<file path="config.mk">
export PLATFORM = sky130hd
export DESIGN_NAME = floppy_controller_registers_top
export DESIGN_NICKNAME = d
export VERILOG_FILES = /design/src/hw/rtl/fdcr_pkg.sv /design/src/hw/rtl/fdcr_in_stage.sv /design/src/hw/rtl/fdcr_core.sv /design/src/hw/rtl/fdcr_out_stage.sv /design/src/hw/rtl/floppy_controller_registers_top.sv
export SDC_FILE = /design/constraint.sdc
export NUM_CORES = 1
export LEC_CHECK = 0
export BUFFER_PORTS_ARGS = -buffer_cell sky130_fd_sc_hd__clkbuf_2
export CAP_MARGIN = 5
export CORE_MARGIN = 2
export CORE_UTILIZATION = 49
export CTS_CLUSTER_DIAMETER = 50
export DETAILED_ROUTE_END_ITERATION = 8
export PLACE_DENSITY_LB_ADDON = 0.3
export SYNTH_ARGS = -nofsm -noshare
export SYNTH_HDL_FRONTEND = slang
export SYNTH_SLANG_ARGS = --single-unit
</file>
<file path="constraint.sdc">
create_clock -name i_clk -period 4.5 [get_ports i_clk]
set_input_delay 0.9 -clock i_clk [delete_from_list [all_inputs] [get_ports i_clk]]
set_output_delay 0.9 -clock i_clk [all_outputs]
set_load 0.03 [all_outputs]
</file>
<file path="src/hw/rtl/fdcr_pkg.sv">
`timescale 1ns / 1ps
// Shared types, constants and helper functions of the floppy controller register block.
package fdcr_pkg;

    // Drive count default; the top level hands its parameter down.
    localparam int DRIVES_DEF        = 4;
    localparam int TRACKS            = 40;
    localparam int SECTORS_PER_TRACK = 10;
    localparam int BUFFER_BYTES      = 284;

    localparam logic [1:0] PULSE_RELOAD = 2'd2;
    localparam logic [7:0] CTRL_READY   = 8'h81;

    // Register addresses on the processor bus.
    localparam logic [2:0] REG_CTRL    = 3'd0;
    localparam logic [2:0] REG_DATA    = 3'd1;
    localparam logic [2:0] REG_SECTOR  = 3'd2;
    localparam logic [2:0] REG_DRIVE   = 3'd3;
    localparam logic [2:0] REG_RESTART = 3'd4;

    // Configuration register indexes.
    localparam logic CFG_ATTACHED  = 1'b0;
    localparam logic CFG_READ_ONLY = 1'b1;

    typedef enum logic [1:0] {
        ACC_NONE  = 2'd0,
        ACC_FETCH = 2'd1,
        ACC_STORE = 2'd2
    } t_acc;

    typedef struct packed {
        logic       action;
        logic [2:0] reg_addr;
        logic [7:0] write_data;
    } t_req;

    typedef struct packed {
        logic [7:0] read_data;
        t_acc       buffer_access;
        logic       sector_reload;
        logic [1:0] access_drive;
        logic [5:0] access_track;
        logic [3:0] access_sector;
        logic [8:0] access_index;
    } t_rsp;

    // Sector after one rotation step, wrapping at the end of the track.
    function automatic logic [3:0] f_next_sector(input logic [3:0] sec);
        logic [4:0] sum;
        sum = {1'b0, sec} + 5'd1;
        return (sum >= 5'(SECTORS_PER_TRACK)) ? 4'd0 : sum[3:0];
    endfunction

    // Head position after one step, held inside the track range.
    function automatic logic [5:0] f_step_track(input logic [5:0] trk, input logic up);
        logic [6:0] sum;
        sum = {1'b0, trk} + 7'd1;
        if (up) begin
            return (sum < 7'(TRACKS)) ? sum[5:0] : 6'(TRACKS - 1);
        end
        return (trk != 6'd0) ? (trk - 6'd1) : 6'd0;
    endfunction

endpackage

</file>
<file path="src/hw/rtl/fdcr_in_stage.sv">
`timescale 1ns / 1ps
// Input register that holds one bus request until the core consumes it.
module fdcr_in_stage (
    input  logic               i_clk,
    input  logic               i_rst_n,
    input  logic               i_valid,
    input  fdcr_pkg::t_req     i_req,
    input  logic               i_take,
    output logic               o_ready,
    output logic               o_valid,
    output fdcr_pkg::t_req     o_req
);

    logic           r_valid;
    fdcr_pkg::t_req r_req;

    // A held request leaving this cycle frees the slot for the next one.
    assign o_ready = !r_valid || i_take;
    assign o_valid = r_valid;
    assign o_req   = r_req;

    always_ff @(posedge i_clk) begin
        if (!i_rst_n) begin
            r_valid <= 1'b0;
        end else if (i_valid && o_ready) begin
            r_valid <= 1'b1;
        end else if (i_take) begin
            r_valid <= 1'b0;
        end
    end

    always_ff @(posedge i_clk) begin
        if (i_valid && o_ready) begin
            r_req <= i_req;
        end
    end

endmodule

</file>
<file path="src/hw/rtl/fdcr_core.sv">
`timescale 1ns / 1ps
// Controller state, configuration masks and the per-request decode logic.
module fdcr_core #(
    parameter int DRIVES = fdcr_pkg::DRIVES_DEF
) (
    input  logic               i_clk,
    input  logic               i_rst_n,
    input  logic               i_cfg_we,
    input  logic               i_cfg_addr,
    input  logic [3:0]         i_cfg_wdata,
    input  logic               i_fire,
    input  fdcr_pkg::t_req     i_req,
    output fdcr_pkg::t_rsp     o_rsp
);

    logic [3:0] r_attached;
    logic [3:0] r_read_only;
    logic [1:0] r_sel_drive;
    logic [1:0] r_countdown;
    logic       r_step_latch;
    logic [5:0] r_trk [DRIVES];
    logic [3:0] r_sec [DRIVES];
    logic [8:0] r_pos [DRIVES];

    logic [1:0] n_sel_drive;
    logic [1:0] n_countdown;
    logic       n_step_latch;
    logic [5:0] n_trk [DRIVES];
    logic [3:0] n_sec [DRIVES];
    logic [8:0] n_pos [DRIVES];

    logic [5:0] cur_trk;
    logic [3:0] cur_sec;
    logic [8:0] cur_pos;
    logic [5:0] stp_trk;
    logic [3:0] stp_sec;
    logic [1:0] new_drv;
    logic       disk;
    logic       ro;
    logic       pos_in_range;
    logic [3:0] sec_after;

    fdcr_pkg::t_rsp rsp;

    // Pending per-drive writes for this request.
    logic       pos_we;
    logic [8:0] pos_val;
    logic       sec_we;
    logic       step_we;

    assign new_drv = i_req.write_data[7:6];
    assign disk    = ({1'b0, r_sel_drive} < 3'(DRIVES)) && r_attached[r_sel_drive];
    assign ro      = r_read_only[r_sel_drive];

    // Pick the selected drive's and the newly addressed drive's state.
    always_comb begin
        cur_trk = '0;
        cur_sec = '0;
        cur_pos = '0;
        stp_trk = '0;
        stp_sec = '0;
        for (int i = 0; i < DRIVES; i++) begin
            if (r_sel_drive == 2'(i)) begin
                cur_trk = r_trk[i];
                cur_sec = r_sec[i];
                cur_pos = r_pos[i];
            end
            if (new_drv == 2'(i)) begin
                stp_trk = r_trk[i];
                stp_sec = r_sec[i];
            end
        end
    end

    assign pos_in_range = cur_pos < 9'(fdcr_pkg::BUFFER_BYTES);
    assign sec_after    = (r_countdown == 2'd0) ? fdcr_pkg::f_next_sector(cur_sec) : cur_sec;

    always_comb begin
        rsp          = '0;
        n_sel_drive  = r_sel_drive;
        n_countdown  = r_countdown;
        n_step_latch = r_step_latch;
        pos_we       = 1'b0;
        pos_val      = cur_pos + 9'd1;
        sec_we       = 1'b0;
        step_we      = 1'b0;

        case (i_req.reg_addr)
            fdcr_pkg::REG_CTRL: begin
                if (!i_req.action) begin
                    rsp.read_data = fdcr_pkg::CTRL_READY;
                end
            end
            fdcr_pkg::REG_DATA: begin
                if (disk && pos_in_range) begin
                    if (!i_req.action) begin
                        rsp.buffer_access = fdcr_pkg::ACC_FETCH;
                        rsp.sector_reload = (cur_pos == 9'd0);
                    end else if (!ro && !(cur_pos == 9'd0 && i_req.write_data == 8'd0)) begin
                        rsp.buffer_access = fdcr_pkg::ACC_STORE;
                    end
                end
                if (rsp.buffer_access != fdcr_pkg::ACC_NONE) begin
                    rsp.access_drive  = r_sel_drive;
                    rsp.access_track  = cur_trk;
                    rsp.access_sector = cur_sec;
                    rsp.access_index  = cur_pos;
                    pos_we            = 1'b1;
                end
            end
            fdcr_pkg::REG_SECTOR: begin
                if (disk && !i_req.action) begin
                    rsp.read_data = {4'd0, cur_sec};
                end
            end
            fdcr_pkg::REG_DRIVE: begin
                if (!i_req.action) begin
                    rsp.read_data = {r_sel_drive, 6'b001000};
                    if (disk) begin
                        rsp.read_data[0] = !ro;
                        rsp.read_data[1] = (cur_trk != 6'd0);
                        rsp.read_data[5] = (sec_after == 4'd0);
                        if (r_countdown != 2'd0) begin
                            rsp.read_data[4] = 1'b1;
                            n_countdown      = r_countdown - 2'd1;
                        end else begin
                            // Sector pulse: next sector comes under the head.
                            n_countdown = fdcr_pkg::PULSE_RELOAD;
                            sec_we      = 1'b1;
                            pos_we      = 1'b1;
                            pos_val     = 9'd0;
                        end
                    end
                end else begin
                    n_sel_drive = new_drv;
                    n_countdown = 2'd0;
                    if (i_req.write_data[5]) begin
                        n_step_latch = 1'b1;
                    end else if (r_step_latch) begin
                        // Step on the falling edge of the step bit.
                        n_step_latch = 1'b0;
                        step_we      = ({1'b0, new_drv} < 3'(DRIVES));
                    end
                end
            end
            fdcr_pkg::REG_RESTART: begin
                if (disk) begin
                    pos_we  = 1'b1;
                    pos_val = 9'd0;
                end
            end
            default: begin
            end
        endcase
    end

    always_comb begin
        for (int i = 0; i < DRIVES; i++) begin
            n_trk[i] = r_trk[i];
            n_sec[i] = r_sec[i];
            n_pos[i] = r_pos[i];
            if (r_sel_drive == 2'(i)) begin
                if (pos_we) begin
                    n_pos[i] = pos_val;
                end
                if (sec_we) begin
                    n_sec[i] = sec_after;
                end
            end
            if (step_we && new_drv == 2'(i)) begin
                n_trk[i] = fdcr_pkg::f_step_track(stp_trk, i_req.write_data[4]);
                n_sec[i] = fdcr_pkg::f_next_sector(stp_sec);
                n_pos[i] = 9'd0;
            end
        end
    end

    assign o_rsp = rsp;

    always_ff @(posedge i_clk) begin
        if (!i_rst_n) begin
            r_attached  <= '0;
            r_read_only <= '0;
        end else if (i_cfg_we) begin
            case (i_cfg_addr)
                fdcr_pkg::CFG_ATTACHED:  r_attached  <= i_cfg_wdata;
                fdcr_pkg::CFG_READ_ONLY: r_read_only <= i_cfg_wdata;
                default: begin
                end
            endcase
        end
    end

    always_ff @(posedge i_clk) begin
        if (!i_rst_n) begin
            r_sel_drive  <= '0;
            r_countdown  <= '0;
            r_step_latch <= 1'b0;
            for (int i = 0; i < DRIVES; i++) begin
                r_trk[i] <= '0;
                r_sec[i] <= '0;
                r_pos[i] <= '0;
            end
        end else if (i_fire) begin
            r_sel_drive  <= n_sel_drive;
            r_countdown  <= n_countdown;
            r_step_latch <= n_step_latch;
            for (int i = 0; i < DRIVES; i++) begin
                r_trk[i] <= n_trk[i];
                r_sec[i] <= n_sec[i];
                r_pos[i] <= n_pos[i];
            end
        end
    end

endmodule

</file>
<file path="src/hw/rtl/fdcr_out_stage.sv">
`timescale 1ns / 1ps
// Result register toward the output stream.
module fdcr_out_stage (
    input  logic               i_clk,
    input  logic               i_rst_n,
    input  logic               i_fire,
    input  fdcr_pkg::t_rsp     i_rsp,
    input  logic               i_ready,
    output logic               o_valid,
    output fdcr_pkg::t_rsp     o_rsp,
    output logic               o_can_load
);

    logic           r_valid;
    fdcr_pkg::t_rsp r_rsp;

    // The register can take a new result when empty or being emptied now.
    assign o_can_load = !r_valid || i_ready;
    assign o_valid    = r_valid;
    assign o_rsp      = r_rsp;

    always_ff @(posedge i_clk) begin
        if (!i_rst_n) begin
            r_valid <= 1'b0;
        end else if (i_fire) begin
            r_valid <= 1'b1;
        end else if (i_ready) begin
            r_valid <= 1'b0;
        end
    end

    always_ff @(posedge i_clk) begin
        if (i_fire) begin
            r_rsp <= i_rsp;
        end
    end

endmodule

</file>
<file path="src/hw/rtl/floppy_controller_registers_top.sv">
`timescale 1ns / 1ps
// Top level of the floppy controller register block.
//
// The input stream carries one processor bus request per item: tuser holds the
// read/write flag and the register address, tdata holds the written byte. The
// output stream returns exactly one result per request: the byte read and, for
// data-port accesses, a fetch or store request for the sector buffer with the
// drive, track, sector and byte position it applies to.
// A request is taken into an input register, decoded against the controller
// state by combinational logic and lands in the result register, from which
// it is offered on the output. A new request is accepted in every cycle as
// long as results are taken, so the sustained rate is one request per clock.
// When the receiver stalls, the result register holds its contents; the input
// register still takes one more request, and then input ready falls until the
// result register empties.
// Reset clears the selected drive, pulse countdown, step latch, every drive's
// track, sector and position, both configuration masks and both registers'
// valid flags. The masks are written through the configuration port; the user
// must write them only while the block is idle, the block does not enforce it.
module floppy_controller_registers_top #(
    parameter int DRIVES = fdcr_pkg::DRIVES_DEF
) (
    input  logic        i_clk,
    input  logic        i_rst_n,
    input  logic        i_cfg_we,
    input  logic        i_cfg_addr,   // 0 attached mask, 1 read-only mask
    input  logic [3:0]  i_cfg_wdata,
    input  logic        i_s_tvalid,
    output logic        o_s_tready,
    input  logic [7:0]  i_s_tdata,    // [7:0] write_data
    input  logic [3:0]  i_s_tuser,    // [0] action, [3:1] reg_addr
    output logic        o_m_tvalid,
    input  logic        i_m_tready,
    output logic [31:0] o_m_tdata,    // [7:0] read_data, [9:8] access_drive,
                                      // [15:10] access_track, [19:16] access_sector,
                                      // [28:20] access_index, [31:29] zero
    output logic [2:0]  o_m_tuser     // [1:0] buffer_access, [2] sector_reload
);

    fdcr_pkg::t_req in_req;
    fdcr_pkg::t_req held_req;
    fdcr_pkg::t_rsp core_rsp;
    fdcr_pkg::t_rsp out_rsp;
    logic           held_valid;
    logic           can_load;
    logic           fire;

    assign in_req.action     = i_s_tuser[0];
    assign in_req.reg_addr   = i_s_tuser[3:1];
    assign in_req.write_data = i_s_tdata;

    // A held request is processed whenever the result register has room.
    assign fire = held_valid && can_load;

    fdcr_in_stage u_in (
        .i_clk   (i_clk),
        .i_rst_n (i_rst_n),
        .i_valid (i_s_tvalid),
        .i_req   (in_req),
        .i_take  (fire),
        .o_ready (o_s_tready),
        .o_valid (held_valid),
        .o_req   (held_req)
    );

    fdcr_core #(
        .DRIVES (DRIVES)
    ) u_core (
        .i_clk       (i_clk),
        .i_rst_n     (i_rst_n),
        .i_cfg_we    (i_cfg_we),
        .i_cfg_addr  (i_cfg_addr),
        .i_cfg_wdata (i_cfg_wdata),
        .i_fire      (fire),
        .i_req       (held_req),
        .o_rsp       (core_rsp)
    );

    fdcr_out_stage u_out (
        .i_clk      (i_clk),
        .i_rst_n    (i_rst_n),
        .i_fire     (fire),
        .i_rsp      (core_rsp),
        .i_ready    (i_m_tready),
        .o_valid    (o_m_tvalid),
        .o_rsp      (out_rsp),
        .o_can_load (can_load)
    );

    assign o_m_tdata = {3'd0, out_rsp.access_index, out_rsp.access_sector,
                        out_rsp.access_track, out_rsp.access_drive, out_rsp.read_data};
    assign o_m_tuser = {out_rsp.sector_reload, out_rsp.buffer_access};

endmodule

</file>
# Word level (Yosys, flattened, before mapping)
# Memories as Yosys holds them, arrays and structs flattened.
# Index checks and enable logic that the tools add are counted.
# word_totals
out_inout_bits,37
latch_bits,0
in_bits,22
rom_bits,0
mem_bits_rw,76
memories,3
reg_bits,59
word_cells,209
# mem_list
name,depth,word_bits,read_ports,rd_ports_with_merged_regs,write_ports,line,text
u_core.r_pos,4,9,4,0,4,fdcr_core.sv:23,logic [8:0] r_pos [DRIVES];
u_core.r_trk,4,6,4,0,4,fdcr_core.sv:21,logic [5:0] r_trk [DRIVES];
u_core.r_sec,4,4,4,0,4,fdcr_core.sv:22,logic [3:0] r_sec [DRIVES];
# op_classes
n_addsub,6
reduce_logical,36
bitwise_logic,13
mul,0
n_eq_ne,10
div,0
order_cmp,5
n_shift,0
mux,119
# ops
operator,count
2-to-1 mux 9 bit,24
2-to-1 mux 6 bit,23
2-to-1 mux 4 bit,28
2-to-1 mux 1 bit,28
case mux 8 bit (3 select lines),1
case mux 9 bit (2 select lines),1
2-to-1 mux 8 bit,2
2-to-1 mux 2 bit,7
OR 1 bit,12
nonzero test 6 bit,2
"adder 4 x 1 -> 5 bit, second input constant",2
">= comparator 5 x 4 -> 1 bit, second input constant",2
logical AND 1 bit,10
nonzero test 2 bit,5
"adder 9 x 1 -> 9 bit, second input constant",1
zero test 9 bit,1
"less-than comparator 9 bit, second input constant",1
"== test 2 bit, second input constant",4
zero test 8 bit,1
"adder 6 x 1 -> 7 bit, second input constant",1
"less-than comparator 7 x 6 -> 1 bit, second input constant",1
"== test 3 x 2 -> 1 bit, second input constant",2
zero test 2 bit,3
2-to-1 mux 3 bit,2
15 further kinds,25

# Logic depth before layout (Yosys ltp)
# Gate-level depths: netlist of the first run.
# depth
word_depth,20
mapped_depth,12
depth_no_buf,9

# Cells and area by module
# Synthesis of the first run repeated with hierarchy kept, for this count alone.
# hier_totals
cells_unflattened,540
area_unflattened_um2,6882.9
# by_module_without_submodules
mod,cells_each,seq_area_each_um2,n_inst,area_per_inst_um2
fdcr_core,482,2542.4,1,5422.7
fdcr_out_stage,36,980.9,1,1009.7
fdcr_in_stage,17,380.4,1,417.9
floppy_controller_registers_top,5,0.0,1,32.5

# Worst setup path after synthesis of the first run
# OpenSTA, ideal clock, no wires.
# synth_timing
path_kind,reg2reg
from,register u_core.r_sel_drive[0] (netlist name)
to,memory u_core.r_pos[3][0] (enable)
t_arrival_ns,3.041
required_ns,4.184
setup_ns,0.316
synth_period_minus_slack_ns,3.358
path_stages_with_launch,13
setup_slack_ns,1.142
path_buffers,3
cell_sequence,dfxtp_1 buf_6 buf_6 buf_2 mux4_2 inv_1 ha_1 nand2_1 o22ai_1 or4b_1 o22a_4 a21oi_4 o21bai_1
# synth_lines
element,line
"end, declared",fdcr_core.sv:23

==> results.json, run 1 <==
{
  "status": "completed",
  "hold_buffers": 0,
  "route.detailed.drc": 0,
  "cts_resized": 0,
  "finish.utilization_pct": 56.9,
  "crit_required_ns": 4.54,
  "finalClockSkew_ns": 0.0151,
  "h-tree-depth": 4,
  "synthAdderAreaFrac_pct": 2.01,
  "multiInputGateArea_um2": 2690,
  "top_usage_layer": "met2",
  "setup_viol": 0,
  "core-area_um2": 13800,
  "synth-edff-count": 120,
  "synth.most_common_cell": "edfxtp_1",
  "drtIter0Drc": 626,
  "start_util_pct": 49.7,
  "rsz0062_at_grt": "false",
  "period_needed_ns": 3.70,
  "p_leak_nw": 2.86,
  "ys_seq_elements": 135,
  "vias_per_cell": 6.14,
  "setup_tns_ns": 0,
  "syn_avg_cell_area_um2": 12.5,
  "layout-drive-gt1-share_pct": 22.1,
  "fmax_mhz": 270,
  "grt_overflow": 0,
  "grt_use_total_pct": 23.1,
  "netlist_instances": 546,
  "synth_top_family_by_area": "simple AND/OR/NAND/NOR gates",
  "grt_max_degree": 33,
  "met1_usage_pct": 30.3,
  "clkLatencyLatePin_ns": 0.43,
  "drv_cap": 0,
  "met2_usage_pct": 38.0,
  "fin_nets": 627,
  "synthMuxAreaShare_pct": 11.3,
  "antenna_found_initial": 0,
  "relSlewSlack_pct": 23.7,
  "synth-simple-area-share_pct": 16.2,
  "dr.pass1.iters": 8,
  "fill_cells": 1132,
  "row_count": 43,
  "antenna_left": 0,
  "yosysSeqAreaShare_pct": 57.0,
  "synth_area_um2": 6840,
  "first_global_vias": 4732,
  "synth_compound_area_share_pct": 8.12,
  "synth-async-reset-ratio_pct": 0,
  "dieArea_um2": 14900,
  "cp-end-kind": "flop",
  "syn2layout_area_growth_pct": 14.5,
  "hold_viol": 0,
  "vdd_drop_max_mv": 0.195,
  "clkTransAtPathRegs_ns": 0.06,
  "grt_pass1_wl_um": 25500,
  "min-delay-path-class": "flop to flop",
  "wl_um": 16000,
  "yosys-top-cells-area": "edfxtp_1 (53%), mux4_2 (9.5%), dfxtp_1 (4.4%)",
  "cts_inserted_buffers": 17,
  "io_buffers": 55,
  "synth_largest_area_cell": "edfxtp_1",
  "synth_xor_area_share_pct": 1.54,
  "cts_tree": "done",
  "synthFlopType": "edfxtp_1",
  "critical_path_peak_fanout": 23,
  "cp.arrival_ns": 3.74,
  "routedWlPerCell_um": 20.3,
  "hpwl_um": 11400,
  "cts_root_buf": "clkbuf_16",
  "met3_usage_pct": 5.48,
  "ys_warn_count": 0,
  "synth.top_cells.by_count": "edfxtp_1 (120), nand2_1 (49), nor2_1 (45)",
  "power_density_nw_per_um2": 419,
  "ys_types": 63,
  "chipWidth_um": 122,
  "worstSetupStartpointType": "flop",
  "cts_setup_buffers": 0,
  "io_pins": 59,
  "vias": 4840,
  "critPathKind": "flop to flop",
  "period_share_pct": 82.3,
  "register_area_um2": 3910,
  "clockBufferDepth": 2,
  "gp_congestion": 0.920,
  "finalMaxSlewViolations": 0,
  "cts_sinks": 135,
  "die_y_um": 122,
  "tightestPinTransition_ns": 1.13,
  "yosysTopAreaCellShare_pct": 52.7
}
## metrics by stage
stage	setup slack [ns]	area, µm²	hold WS (ns)	cells	power, mW
2_1_floorplan	1.14	6850	0.440	548	1.77
3_3_place_gp	1.00	7220	0.453	755	1.86
3_5_place_dp	0.824	7220	0.462	755	1.88
4_1_cts	0.799	7830	0.470	787	3.30
5_1_grt	0.587	7830	0.495	787	3.40
6_report	0.798	7830	0.470	788	3.29
## path summary, 6_finish.rpt
kind	cells after the start	slack [ns]	end	from
hold / removal	2	0.47	u_core.r_step_latch$_SDFFE_PN0P_	u_core.r_step_latch$_SDFFE_PN0P_
setup / recovery	7	0.80	u_core.r_pos[0][4]$_SDFFCE_PN0P_	u_core.r_sel_drive[0]$_SDFFE_PN0P_
setup reg to reg	7	0.80	u_core.r_pos[0][4]$_SDFFCE_PN0P_	u_core.r_sel_drive[0]$_SDFFE_PN0P_
hold reg to reg	2	0.47	u_core.r_step_latch$_SDFFE_PN0P_	u_core.r_step_latch$_SDFFE_PN0P_
## flip-flops by register name (all words and copies together) (netlist names)
| register | count |
|---|---|
| u_core.r_attached | 4 |
| u_core.r_countdown | 2 |
| u_core.r_pos | 36 |
| u_core.r_read_only | 4 |
| u_core.r_sec | 16 |
| u_core.r_sel_drive | 2 |
| u_core.r_step_latch | 1 |
| u_core.r_trk | 24 |
| u_in.o_req | 12 |
| u_in.o_valid | 1 |
| u_out.o_rsp | 32 |
| u_out.o_valid | 1 |
## worst max-delay path, stage by stage, from the launching register on
cell and delay (ns):
dfxtp_2 0.51, buf_4 0.42, mux4_2 0.65, o31ai_1 0.28
and3_1 0.21, buf_4 0.23, a21oi_4 0.10, o41ai_2 0.91
## cell type report
class | count | share of cell area, %
Timing Repair Buffer | 61 | 4.09
Inverter | 20 | 0.958
Antenna cell | 1 | 0.0319
Multi-Input combinational cell | 359 | 34.4
Tap cell | 180 | 2.87
Clock buffer | 24 | 6.28
Sequential cell | 135 | 49.8
Clock inverter | 8 | 1.53
## layer usage
metal | up-vias | part of all wire, %
met5 | - | 0
met4 | 0 | 1.5
met3 | 22 | 7.7
met1 | 2371 | 41
met2 | 260 | 50
li1 | 2187 | -
## cells by family (layout without fill, tap and decap cells)
| logic type | count (synthesis) | in the layout |
|---|---|---|
| AOI/OAI and AO/OA | 78 | 78 |
| xor gates and xnor gates | 12 | 12 |
| adders and majority gates | 11 | 11 |
| buffers and inverters | 54 | 113 |
| DFF | 135 | 135 |
| muxes | 39 | 39 |
| other | 1 | 4 |
| and+or+nand+nor | 216 | 216 |
## layout by cell type, fill, tap and decap left out, types with 3 or more instances in the layout
cell	instances
nor4_1	6
o21ai_0	7
xor2_1	3
ha_1	11
mux4_2	29
nor3_1	21
nand3_1	20
a31oi_1	3
edfxtp_1	120
clkbuf_16	17
mux2_2	4
mux2i_1	5
nand2_1	49
inv_1	20
clkbuf_1	3
a21boi_0	8
clkinv_2	3
and2_1	5
a21oi_1	12
o22ai_1	18
conb_1	3
and3_1	27
dfxtp_1	14
nor2_1	45
bufinv_16	3
nand4_1	5
a211oi_1	4
clkbuf_2	55
o31ai_1	4
buf_4	6
xnor2_1	9
nor2b_1	11
nor4b_1	4
nand2b_1	8
clkbuf_8	4
## power by group
| part | internal, mW | total (mW) | switching, mW |
|---|---|---|---|
| registers | 1.45 | 1.49 | 0.0437 |
| logic | 0.129 | 0.369 | 0.240 |
| clock network | 0.926 | 1.42 | 0.496 |
Power figures use the tool's default switching activity.
==> run 2: changes to the inputs <==
Settings changed: ABC_AREA set to 1.
Clock period 4.5 ns to 3.2 ns, I/O delays scaled along.
==> run 2 against run 1 <==
Net effect: combinational power is 52% higher; synthesized area is 5.4% higher; non-clock buffer count grew 13; clock-buffer cell count unchanged; clock skew fell by 0.0030 ns; largest power group unchanged.
==> results.json, run 2 <==
{
  "status": "completed",
  "cts_tree": "done",
  "fin_nets": 902,
  "setup_viol": 0,
  "tightestPinTransition_ns": 0.779,
  "layout-drive-gt1-share_pct": 19.0,
  "synthFlopType": "edfxtp_1",
  "start_util_pct": 49.8,
  "yosysTopAreaCellShare_pct": 50.0,
  "ys_warn_count": 0,
  "period_needed_ns": 3.01,
  "synth_top_family_by_area": "simple AND/OR/NAND/NOR gates",
  "first_global_vias": 5361,
  "fmax_mhz": 332,
  "synth-edff-count": 120,
  "synthAdderAreaFrac_pct": 1.91,
  "min_path_cells": 1,
  "critical_path_peak_fanout": 10,
  "cp-end-kind": "flop",
  "dr.pass1.iters": 6,
  "antenna_cells": 0,
  "top_register": "u_core.r_pos",
  "chipWidth_um": 125,
  "mostFrequentLayoutCells": "nand2_1 (196), edfxtp_1 (120), inv_1 (93), nor2_1 (93), clkbuf_2 (55)",
  "grt_max_degree": 33,
  "io_buffers": 55,
  "io_pins": 59,
  "power_frac_seq_pct": 46.7,
  "yosys-top-cells-area": "edfxtp_1 (50%), nand2_1 (10%), inv_1 (4.8%)",
  "grt_use_total_pct": 23.0,
  "r2r_cells": 13,
  "yosysSeqAreaShare_pct": 54.1,
  "clkTransAtPathRegs_ns": 0.06,
  "routedWlPerCell_um": 16.2,
  "hold_buffers": 0,
  "period_share_pct": 94.2,
  "cts_inserted_buffers": 17,
  "fill_cells": 1289,
  "clkLatencyLatePin_ns": 0.43,
  "syn_avg_cell_area_um2": 9.07,
  "layout_commonest_cell": "nand2_1",
  "drv_cap": 0,
  "vias_per_cell": 5.40,
  "antenna_found_initial": 0,
  "gp_congestion": 0.958,
  "dieArea_um2": 15700,
  "vias": 5758,
  "hold_viol": 0,
  "ys_types": 47,
  "finalMaxSlewViolations": 0,
  "clockBufferDepth": 2,
  "cts_sinks": 135,
  "antenna_left": 0,
  "synth_area_um2": 7210,
  "setup_tns_ns": 0,
  "synth_xor_area_share_pct": 0.729,
  "worstSetupStartpointType": "flop",
  "relSlewSlack_pct": 47.7,
  "p_leak_nw": 3.49,
  "row_count": 44,
  "syn2layout_area_growth_pct": 14.7,
  "h-tree-depth": 4,
  "synthMuxAreaShare_pct": 0,
  "rr_startpoint": "u_core.r_sel_drive[0]$_SDFFE_PN0P_",
  "critPathKind": "flop to flop",
  "cts_setup_buffers": 0,
  "wl_um": 17300,
  "die_y_um": 125,
  "netlist_instances": 795,
  "largest_reg_flops": 36,
  "vdd_drop_max_mv": 0.371,
  "drtIter0Drc": 619,
  "grt_pass1_wl_um": 27900,
  "synth.top_cells.by_count": "nand2_1 (196), edfxtp_1 (120), inv_1 (93), nor2_1 (93), nand3_1 (54)",
  "synth_largest_area_cell": "edfxtp_1",
  "synth_compound_area_share_pct": 6.84,
  "min-delay-path-class": "input port to flop",
  "core-area_um2": 14500,
  "crit_start": "u_core.r_sel_drive[0]$_SDFFE_PN0P_",
  "p_sw_share_pct": 26.2,
  "p_int_mw": 3.30,
  "synth-simple-area-share_pct": 28.9,
  "pwr-share-comb_pct": 12.5,
  "synth.most_common_cell": "nand2_1",
  "hp-start": "i_s_tdata[2]",
  "ys_seq_elements": 135,
  "power.switching_mw": 1.17,
  "finalClockSkew_ns": 0.0121,
  "route.detailed.drc": 0,
  "hpwl_um": 12900,
  "clkPwrFrac_pct": 40.8,
  "cp.arrival_ns": 3.10,
  "rsz0062_at_grt": "false",
  "p_total_mw": 4.48,
  "cts_root_buf": "clkbuf_16",
  "grt_overflow": 0,
  "synth-async-reset-ratio_pct": 0,
  "crit_required_ns": 3.29,
  "power_density_nw_per_um2": 541,
  "cts_resized": 0
}
==> run 2: path summary, 6_finish.rpt <==
path	end	slack (ns)
min	u_in.o_req[2]$_DFFE_PP_	0.39
max reg2reg	u_core.r_pos[1][3]$_SDFFCE_PN0P_	0.19
min reg2reg	u_core.r_countdown[0]$_SDFFE_PN0P_	0.47
max	u_core.r_pos[1][3]$_SDFFCE_PN0P_	0.19
==> run 2: layout make-up <==
cell class	instances	area, µm²	share of cell area (%)
clock buffers	24	513	6.20
multi-input cells	544	2780	33.6
inverters	97	372	4.49
clock inverters	8	42.5	0.514
flip-flops and latches	135	3900	47.2
well taps	184	230	2.78
repair buffers	74	430	5.20
==> run 2: worst max-delay path, cell delays in order (launching register included) <==
cell and delay (ns):
dfxtp_1 0.61, inv_2 0.22, nor2_8 0.26, nand2_1 0.08, nand3_1 0.12, o21ai_1 0.21, ha_1 0.27, nand2_1 0.06
nor2_1 0.05, nand3_1 0.10, nand4_4 0.14, nand4_1 0.17, nand2_1 0.07, inv_1 0.30
==> run 2: kinds of logic (layout without fill, tap and decap cells) <==
logic type,count (synthesis),after routing
other cells,1,3
fa+ha+maj,11,11
buf+inv,118,203
xor+xnor,6,6
compound gates,87,87
flops,135,135
simple gates,437,437
==> run 2: layer usage <==
metal | global-route usage (%) | wire (µm)
met1 | 33.2 | 7680
met2 | 31.7 | 7250
met3 | 8.13 | 2000
met4 | 8.76 | 346
met5 | 0 | 0
==> run 2: per-stage QoR <==
stage                     instances  util (%)  instance area (µm²)  hold WS [ns]  setup WS [ns]
after floorplan                 797         -                 7220         0.429          0.794
after global placement         1034      53.3                 7710         0.453          0.259
after detailed placement       1034      53.3                 7710         0.458          0.263
after CTS                      1066      57.1                 8270         0.377          0.241
after global routing           1066      57.1                 8270         0.374         0.0176
final                          1066      57.1                 8270         0.389          0.186
==> run 2: power groups by stage <==
stage / sequential [mW] / clock (mW) / combinational (mW)
6_report: 2.09 / 1.83 / 0.560
5_1_grt: 2.10 / 1.92 / 0.621
4_1_cts: 2.09 / 1.85 / 0.552
3_5_place_dp: 2.12 / 0 / 0.549
3_3_place_gp: 2.12 / 0 / 0.544
2_1_floorplan: 2.14 / 0 / 0.368
